`src/btpm_pkg.sv`:
```
package btpm_pkg;

   localparam int ADDR_PORT_W = 32;
   localparam int LEN_PORT_W  = 6;

   typedef enum logic [2:0] {
      ST_IDLE,
      ST_EVAL,
      ST_ALLOC,
      ST_READ,
      ST_DONE
   } state_type;

   typedef struct packed {
      logic load;       // capture item, read root
      logic read_node;  // read current node
      logic eval;       // lookup: record best match if node is a prefix end
      logic advance;    // step to existing child and read it
      logic mark;       // write current node with prefix-end set
      logic link;       // write current node with new child pointer
      logic alloc;      // clear new node and step into it
      logic set_full;   // pool exhausted
      logic finish;     // load result register
   } cmd_type;

   typedef struct packed {
      logic is_insert;
      logic at_end;
      logic child_zero;
      logic pool_empty;
      logic out_busy;
   } status_type;

endpackage

```
`src/btpm_ctrl.sv`:
```
module btpm_ctrl import btpm_pkg::*; (
   input  logic       clock,
   input  logic       reset,
   input  logic       req_valid,
   output logic       req_ready,
   input  status_type stat,
   output cmd_type    cmd
);

   state_type state_ff, state_in;

   always_ff @(posedge clock) begin
      if (reset) begin
         state_ff <= ST_IDLE;
      end else begin
         state_ff <= state_in;
      end
   end

   always_comb begin
      state_in  = state_ff;
      cmd       = '0;
      req_ready = 1'b0;
      unique case (state_ff)
         ST_IDLE: begin
            req_ready = 1'b1;
            if (req_valid) begin
               cmd.load = 1'b1;
               state_in = ST_EVAL;
            end
         end
         ST_EVAL: begin
            if (stat.is_insert) begin
               if (stat.at_end) begin
                  cmd.mark = 1'b1;
                  state_in = ST_DONE;
               end else if (!stat.child_zero) begin
                  cmd.advance = 1'b1;
               end else if (stat.pool_empty) begin
                  cmd.set_full = 1'b1;
                  state_in     = ST_DONE;
               end else begin
                  cmd.link = 1'b1;
                  state_in = ST_ALLOC;
               end
            end else begin
               cmd.eval = 1'b1;
               if (stat.at_end || stat.child_zero) begin
                  state_in = ST_DONE;
               end else begin
                  cmd.advance = 1'b1;
               end
            end
         end
         ST_ALLOC: begin
            cmd.alloc = 1'b1;
            state_in  = ST_READ;
         end
         ST_READ: begin
            cmd.read_node = 1'b1;
            state_in      = ST_EVAL;
         end
         ST_DONE: begin
            // hold until the result register is free
            if (!stat.out_busy) begin
               cmd.finish = 1'b1;
               state_in   = ST_IDLE;
            end
         end
         default: begin
            state_in = ST_IDLE;
         end
      endcase
   end

endmodule

```
`config.mk`:
```
export PLATFORM = sky130hd
export DESIGN_NAME = btpm_ctrl
export DESIGN_NICKNAME = d
export VERILOG_FILES = /design/src/btpm_pkg.sv /design/src/btpm_ctrl.sv
export SDC_FILE = /design/constraint.sdc
export NUM_CORES = 1
export LEC_CHECK = 0
export BUFFER_PORTS_ARGS = -buffer_cell sky130_fd_sc_hd__buf_2
export CAP_MARGIN = 20
export CORE_AREA = 4 4 41 43
export CTS_BUF_LIST = sky130_fd_sc_hd__clkbuf_8
export CTS_CLUSTER_SIZE = 8
export DETAILED_ROUTE_END_ITERATION = 12
export DIE_AREA = 0 0 45 47
export GPL_ROUTABILITY_DRIVEN = 0
export GPL_TIMING_DRIVEN = 0
export PLACE_DENSITY_LB_ADDON = 0.1
export SYNTH_ARGS = -nofsm -noshare
export SYNTH_HDL_FRONTEND = slang
export SYNTH_SLANG_ARGS = --single-unit
```
`constraint.sdc`:
```
create_clock -name clock -period 2.7 [get_ports clock]
set_input_delay 0.135 -clock clock [delete_from_list [all_inputs] [get_ports clock]]
set_output_delay 0.135 -clock clock [all_outputs]
set_load 0.1 [all_outputs]
```
==> results.yml, run 1 <==
status:
  status: "finished, final reports clean"
cells_and_area:
  fillers: 150
  area_delta_synth_final_pct: 62.8
  antenna_cells: 0
  drive_gt1_frac: 0.547
  instances_no_fill: 68
  seqCellArea_um2: 60.1
  multi_input_area_um2: 203
  largest_reg_flops: 3
  reg_top3: "state_ff x3"
  top_register: "state_ff"
  post-route-cell-area_um2: 438
  nets: 62
floorplan:
  dieArea_mm2: 0.00212
  rows: 13
  initial_core_util: 0.207
  core_mm2: 0.00130
  die_height_um: 47
  ioPinCount: 18
  dieWidth_um: 45
critical_path:
  cp_data_arrival_time_ps: 1710
  crit_required_ps: 2570
  criticalPathCategory: "register to output port"
  cpPeakStageDelay_ps: 460
  crit_path_end_kind: "output port"
  cp_max_fo: 9
  crit_path_start_kind: "register"
  path_cells: "buf_4 > or3b_4 > nor3_4 > buf_2"
  cp_slowest_cell: "buf_2"
power_and_ir_drop:
  power_frac_comb: 0.528
  finalPower_mw: 0.379
  power.share.clock: 0.330
  p_leak_nw: 0.223
  power_frac_seq: 0.142
  p_int_mw: 0.199
  peakVddDrop_mv: 0.271
  switching_share: 0.476
  switchingPower_mw: 0.180
  power_density_mw_per_mm2: 866
sta:
  slew_viol_final: 0
  post-route-period-util: 0.685
  skew_ps: 3.47
  setup_viol_count_final: 0
  final.setup.tns_ps: 0
  rsz0062_at_grt: "no"
  tightest_slew_ps: 492
  hold_violations: 0
  max_freq_ghz: 0.541
  fin_crit_ps: 1850
  max_slew_margin: 0.674
route:
  drt-total-wl_um: 796
  avgRoutedWirePerCell_um: 11.7
  ant_nets: 0
  drt_iter0_drc: 8
  vias: 300
  post-route-drc-count: 0
  drt_pass1_iterations: 4
  via_per_inst: 4.41
global_routing:
  grt_pass1_wl_um: 1290
  grt_max_degree: 10
  grtUsageTotal: 0.0908
  grt_overflow_total: 0
  grt_pass1_vias: 303
  antenna_found_initial: 0
cts:
  clockBufferDepth: 2
  cts_root_buffer: "clkbuf_8"
  clkLatencyLatePin_ps: 210
  cts_sinks: 3
  path_clk_slew_ps: 30
  cts_tree: "built"
  cts_inserted_buffers: 3
  holdBufCountCts: 0
  htree_levels: 1
  postCtsSetupBuffers: 0
  cts_resized: 0
placed_design:
  dpl.hpwl_um: 663
  dpl.cell_count: 64
  place_area_um2: 393
  place.port_buffers: 17
synthesis:
  yosysUniqueCellTypes: 20
  yosysWarningCount: 0
  synth_seq_area_share: 0.223
  syn_nets: 40
  syn_area_um2: 269
  synth_cells: 32
  synth_area_per_cell_um2: 8.41
  ys_ff_latch: 3
hold_path:
  hold_class: "primary input to register"
run:
  maxCapViolations: 0
## power by group through the flow
stage               logic (mW)  clock network [mW]  registers [mW]
global route             0.211               0.132          0.0545
global placement         0.198                   0          0.0545
CTS                      0.202               0.127          0.0540
floorplan                0.170                   0          0.0541
detailed placement       0.202                   0          0.0546
finish                   0.200               0.125          0.0538
## worst max-delay path, delay by kind of cell (launching register included)
family,cells,cell delay [ps]
AND/OR/NAND/NOR,2,590
buffers and inverters,2,620
flip-flops,1,290
## cells in the final DEF (no fill, tap or decap), drive strengths merged
cell type | Yosys | routed
nand2b | 2 | 2
or3b | 1 | 1
nand3 | 1 | 1
clkbuf | 0 | 3
buf | 2 | 19
nor3 | 4 | 4
nor3b | 4 | 4
o211a | 1 | 1
nor4 | 1 | 1
a21oi | 2 | 2
a2111oi | 1 | 1
nor2 | 3 | 3
and3 | 2 | 2
nand4b | 1 | 1
or2b | 1 | 1
and2 | 1 | 1
dfxtp | 3 | 3
inv | 2 | 3
## cells in the mapped netlist
cell	number	share of area
a2111oi_0	1	0.033
a21oi_1	2	0.037
and2_1	1	0.023
and3_1	2	0.047
buf_4	1	0.028
buf_6	1	0.042
dfxtp_1	3	0.22
inv_1	2	0.028
nand2b_1	2	0.047
nand3_1	1	0.019
nand4b_1	1	0.033
nor2_1	3	0.042
nor3_1	3	0.056
nor3_4	1	0.060
nor3b_1	3	0.084
nor3b_4	1	0.070
nor4_1	1	0.023
o211a_1	1	0.037
or2b_1	1	0.028
or3b_4	1	0.042
## final timing paths
path	start	endpoint	slack, ps	cells past startpoint
worst max-delay path	state_ff[0]	cmd[5]	850	4
worst min-delay path	reset	state_ff[1]	120	2
worst max register to register	state_ff[0]	state_ff[2]	1410	4
worst min register to register	state_ff[2]	state_ff[2]	710	4
## cell families (layout without fill, tap and decap cells)
| logic type | after synthesis | count (layout) | synth area share |
|---|---|---|---|
| flip-flops | 3 | 3 | 0.223 |
| buffers and inverters | 4 | 25 | 0.0977 |
| AO/OA/AOI/OAI | 4 | 4 | 0.107 |
| AND/OR/NAND/NOR | 21 | 21 | 0.572 |
## through the flow
stage / hold WS (ps) / utilization / setup slack, ps
finish: 118 / 0.337 / 851
global route: 141 / 0.337 / 753
CTS: 113 / 0.337 / 833
detailed placement: 338 / 0.302 / 1060
global placement: 335 / 0.302 / 1070
floorplan: 214 / - / -0.673
## routing by layer
layer | vias to the layer above | wire length (um) | GRT usage
met3 | 2 | 88 | 0.0421
li1 | 157 | - | -
met4 | 0 | 12 | 0.0877
met1 | 131 | 295 | 0.0862
met5 | - | 0 | 0
met2 | 10 | 399 | 0.144
## final cells by class
class	instances	area share
clock inverter	1	0.00857
inverter	2	0.0171
buffer	2	0.0429
timing repair buffer	17	0.194
sequential	3	0.137
tap	15	0.0429
multi-input combinational	25	0.463
clock buffer	3	0.0943
Note: power is estimated with default switching activity, not from simulation.
==> run 2: changes to the inputs <==
==> constraint.sdc (replaced) <==
create_clock -name clock -period 1.5 [get_ports clock]
set_input_delay 0.075 -clock clock [delete_from_list [all_inputs] [get_ports clock]]
set_output_delay 0.075 -clock clock [all_outputs]
set_load 0.1 [all_outputs]
==> results.yml, run 2 (same netlist as run 1, synthesis figures left out) <==
status:
  status: "finished, violations left"
  violations: "setup timing"
critical_path:
  path_cells: "buf_6 > or3b_4 > nor3_4 > buf_12"
  cp-endpoint: "cmd[5]"
  path_buf_inv: 2
  cp_max_fo: 6
  crit_path_end_kind: "output port"
  worstReg2RegStart: "state_ff[2]"
  reg2reg_slack_ps: 100
  cp_data_arrival_time_ps: 1470
  crit_path_start: "state_ff[2]"
  crit_cells: 4
  crit_required_ps: 1420
  criticalPathCategory: "register to output port"
  reg2reg_to: "state_ff[0]"
  critPathTopFamily: "simple AND/OR/NAND/NOR gates"
  ff2ff_path_depth: 5
  cp_slowest_cell: "or3b_4"
  cpPeakStageDelay_ps: 430
  crit_path_start_kind: "register"
power_and_ir_drop:
  peakVddDrop_mv: 0.461
  power_density_mw_per_mm2: 1350
  finalPower_mw: 0.773
  p_leak_nw: 0.268
sta:
  post-route-period-util: 1.03
  hold_violations: 0
  tightest_slew_ps: 486
  max_slew_margin: 0.678
  setup_viol_count_final: 1
  skew_ps: 3.55
  rsz0062_at_grt: "yes"
  max_freq_ghz: 0.648
  slew_viol_final: 0
  final.setup.tns_ps: -43.4
  setup_slack_ps: -43.4
  fin_crit_ps: 1540
cts:
  clkLatencyLatePin_ps: 220
  path_clk_slew_ps: 30
  cts_sinks: 3
  clockBufferDepth: 2
  htree_levels: 1
  cts_root_buffer: "clkbuf_8"
  cts_inserted_buffers: 3
  cts_tree: "built"
cells_and_area:
  fin_util: 0.441
  mostFrequentLayoutCells: "buf_2 (8), buf_4 (8), buf_6 (4)"
  drive_gt1_frac: 0.695
  reg_top3: "state_ff x3"
  post-route-cell-area_um2: 574
  area_delta_synth_final_pct: 113
  largest_reg_flops: 3
  antenna_cells: 0
  nets: 68
  top_register: "state_ff"
placed_design:
  place_area_um2: 419
  post-place-ws_ps: -97.8
  place.port_buffers: 17
  dpl.hpwl_um: 655
route:
  drt-total-wl_um: 839
  post-route-drc-count: 0
  via_per_inst: 4.51
  avgRoutedWirePerCell_um: 11.3
  ant_nets: 0
  drt_pass1_iterations: 4
  drt_iter0_drc: 7
  vias: 334
run:
  maxCapViolations: 0
global_routing:
  antenna_found_initial: 0
  grt_pass1_vias: 339
  grt_max_degree: 10
  grt_pass1_wl_um: 1370
  grtUsageTotal: 0.0940
  grt_overflow_total: 0
floorplan:
  ioPinCount: 18
  die_height_um: 47
  rows: 13
  dieWidth_um: 45
  core_mm2: 0.00130
  dieArea_mm2: 0.00212
  initial_core_util: 0.207
hold_path:
  hold_class: "primary input to register"
run 2: cell count changes in the layout (fill, tap and decap cells not counted), moves of 3 or more:
cell and change:
buf_12 +3, buf_2 -9, buf_4 +7, buf_6 +3
run 2: worst min path at each step:
stage,endpoint,depth (start not counted),startpoint,slack (ps)
floorplan,state_ff[1],1,reset,150
global placement,state_ff[1],2,reset,270
detailed placement,state_ff[1],2,reset,270
CTS,state_ff[1],2,reset,40
global route,state_ff[1],2,reset,60
finish,state_ff[1],2,reset,50
run 2: layer usage:
layer | global-route usage | wire length, um | vias up
li1 | - | - | 169
met1 | 0.0886 | 334 | 153
met2 | 0.161 | 425 | 12
met3 | 0.0536 | 80 | 0
met4 | 0.0526 | 0 | 0
met5 | 0 | 0 | -
run 2: metrics by stage:
step / hold slack, ps / cells
finish: 49.1 / 74
CTS: 42.8 / 71
detailed placement: 270 / 64
global placement: 267 / 64
global route: 62.8 / 74
floorplan: 147 / 32
run 2: repair_timing:
item | CTS | global route
setup buffers | 3 | 3
endpoints found under the hold margin | 0 | 0
hold buffers | 0 | 0
pin swaps | 2 | 2
endpoints found under the setup margin | 6 | 8
resized for setup | 15 | 5
run 2: layout make-up:
type,count,area [um2]
well taps,15,18.8
inverters,2,7.51
plain buffers,2,22.5
multi-input cells,25,224
repair buffers,23,195
clock inverters,1,3.75
clock buffers,3,41.3
flip-flops and latches,3,61.3
fillers,132,727
run 2: report_power, final:
part	total, mW	leakage, nW	internal [mW]	switching (mW)
clock	0.226	0.0269	0.174	0.0523
combinational	0.448	0.216	0.160	0.288
sequential	0.0985	0.0251	0.0919	0.00660
total	0.773	0.268	0.426	0.347
==> run 3: changes to the inputs <==
--- a/config.mk
+++ b/config.mk
@@ -18,3 +18,4 @@
 export SYNTH_ARGS = -nofsm -noshare
 export SYNTH_HDL_FRONTEND = slang
 export SYNTH_SLANG_ARGS = --single-unit
+export TNS_END_PERCENT = 5
==> results.yml, run 3 (same netlist as run 1, synthesis figures left out) <==
cells_and_area:
  top_register: "state_ff"
  nets: 66
  drive_gt1_frac: 0.684
  area_delta_synth_final_pct: 98.1
  reg_top3: "state_ff x3"
  antenna_cells: 0
  mostFrequentLayoutCell: "buf_4"
  multi_input_area_um2: 221
  instances_no_fill: 72
  largest_reg_flops: 3
  mostFrequentLayoutCells: "buf_4 (11), buf_2 (9), inv_1 (3), clkbuf_8 (3)"
  fin_util: 0.410
  fillers: 148
  seqCellArea_um2: 66.3
route:
  drt_iter0_drc: 2
  ant_nets: 0
  post-route-drc-count: 0
  drt-total-wl_um: 847
  vias: 331
  drt_pass1_iterations: 3
  via_per_inst: 4.60
  avgRoutedWirePerCell_um: 11.8
power_and_ir_drop:
  finalPower_mw: 0.735
  power_density_mw_per_mm2: 1380
  peakVddDrop_mv: 0.491
  p_leak_nw: 0.253
global_routing:
  grt_pass1_vias: 340
  grt_pass1_wl_um: 1340
  antenna_found_initial: 0
  grt_overflow_total: 0
  grtUsageTotal: 0.0885
  grt_max_degree: 9
cts:
  cts_root_buffer: "clkbuf_8"
  cts_inserted_buffers: 3
  path_clk_slew_ps: 30
  clockBufferDepth: 2
  cts_tree: "built"
  htree_levels: 1
  holdBufCountCts: 0
  cts_sinks: 3
  clkLatencyLatePin_ps: 210
critical_path:
  cp_max_fo: 8
  cpPeakStageDelay_ps: 440
  criticalPathCategory: "register to output port"
  crit_path_start_kind: "register"
  crit_required_ps: 1420
  cp_data_arrival_time_ps: 1430
  reg2reg_slack_ps: 40
  path_cells: "or3b_4 > nor3_4 > buf_12"
  cp_slowest_cell: "or3b_4"
  path_buf_inv: 1
  critPathTopFamily: "simple AND/OR/NAND/NOR gates"
  crit_path_end_kind: "output port"
sta:
  tightest_slew_ps: 485
  post-route-period-util: 1.00
  fin_crit_ps: 1500
  final.setup.tns_ps: -3.34
  rsz0062_at_grt: "yes"
  hold_violations: 0
  slew_viol_final: 0
  setup_viol_count_final: 1
  max_slew_margin: 0.679
  skew_ps: 1.74
  max_freq_ghz: 0.665
  setup_slack_ps: -3.34
floorplan:
  initial_core_util: 0.207
  ioPinCount: 18
  rows: 13
  die_height_um: 47
  dieWidth_um: 45
  core_mm2: 0.00130
  dieArea_mm2: 0.00212
run:
  maxCapViolations: 0
placed_design:
  place.port_buffers: 17
  dpl.cell_count: 64
hold_path:
  hold_class: "primary input to register"
status:
  status: "finished, violations left"
  violations: "setup timing"
[run 3: changes by cell type in the layout (fill, tap and decap cells not counted), moves of 2 or more]
cell / previous run / this run
buf_4: 8 / 11
buf_6: 4 / 1
and3_1: 0 / 2
and3_2: 2 / 0
buf_12: 3 / 1
dfxtp_1: 2 / 0
[run 3: power by group]
group / switching, mW / leakage [nW] / total (mW) / internal (mW)
clock network: 0.0489 / 0.0269 / 0.223 / 0.174
registers: 0.0249 / 0.0261 / 0.120 / 0.0955
logic: 0.264 / 0.200 / 0.392 / 0.128
[run 3: cell type report]
class / count / share of cell area
clock buffers: 3 / 0.0775
repair buffers: 23 / 0.326
flip-flops and latches: 3 / 0.124
multi-input cells: 25 / 0.415
inverters: 2 / 0.0141
clock inverters: 1 / 0.00704
well taps: 15 / 0.0352
[run 3: path summary, 6_finish.rpt]
path	start	depth (start not counted)	endpoint
max	state_ff[2]	3	cmd[5]
min	reset	2	state_ff[1]
max reg2reg	state_ff[2]	5	state_ff[0]
min reg2reg	state_ff[2]	3	state_ff[2]
[run 3: through the flow]
stage               area (um2)  setup WS [ps]  hold WS, ps
floorplan                  308           -488          154
finish                     533          -3.34         54.8
global placement           412           -109          275
CTS                        543          -87.2         49.8
global route               533          -48.9         80.1
detailed placement         412           -105          281
[run 3: per-layer routing]
layer	global-route usage	wire length, um	up-vias
li1	-	-	164
met1	0.0866	308	154
met2	0.161	450	13
met3	0.0307	89	0
met4	0.0526	0	0
met5	0	0	-
[run 3: timing repair]
item / in CTS / in global routing
pin swaps: 2 / 2
gates resized for setup: 16 / 3
endpoints found under the setup margin: 8 / 4
buffers inserted: 5 / 1
[run 3: worst reg2reg max path, stage by stage (launching register included)]
cell	delay, ps
dfxtp_4	370
or3b_4	440
nor3_4	200
buf_4	150
buf_4	100
o211a_1	140
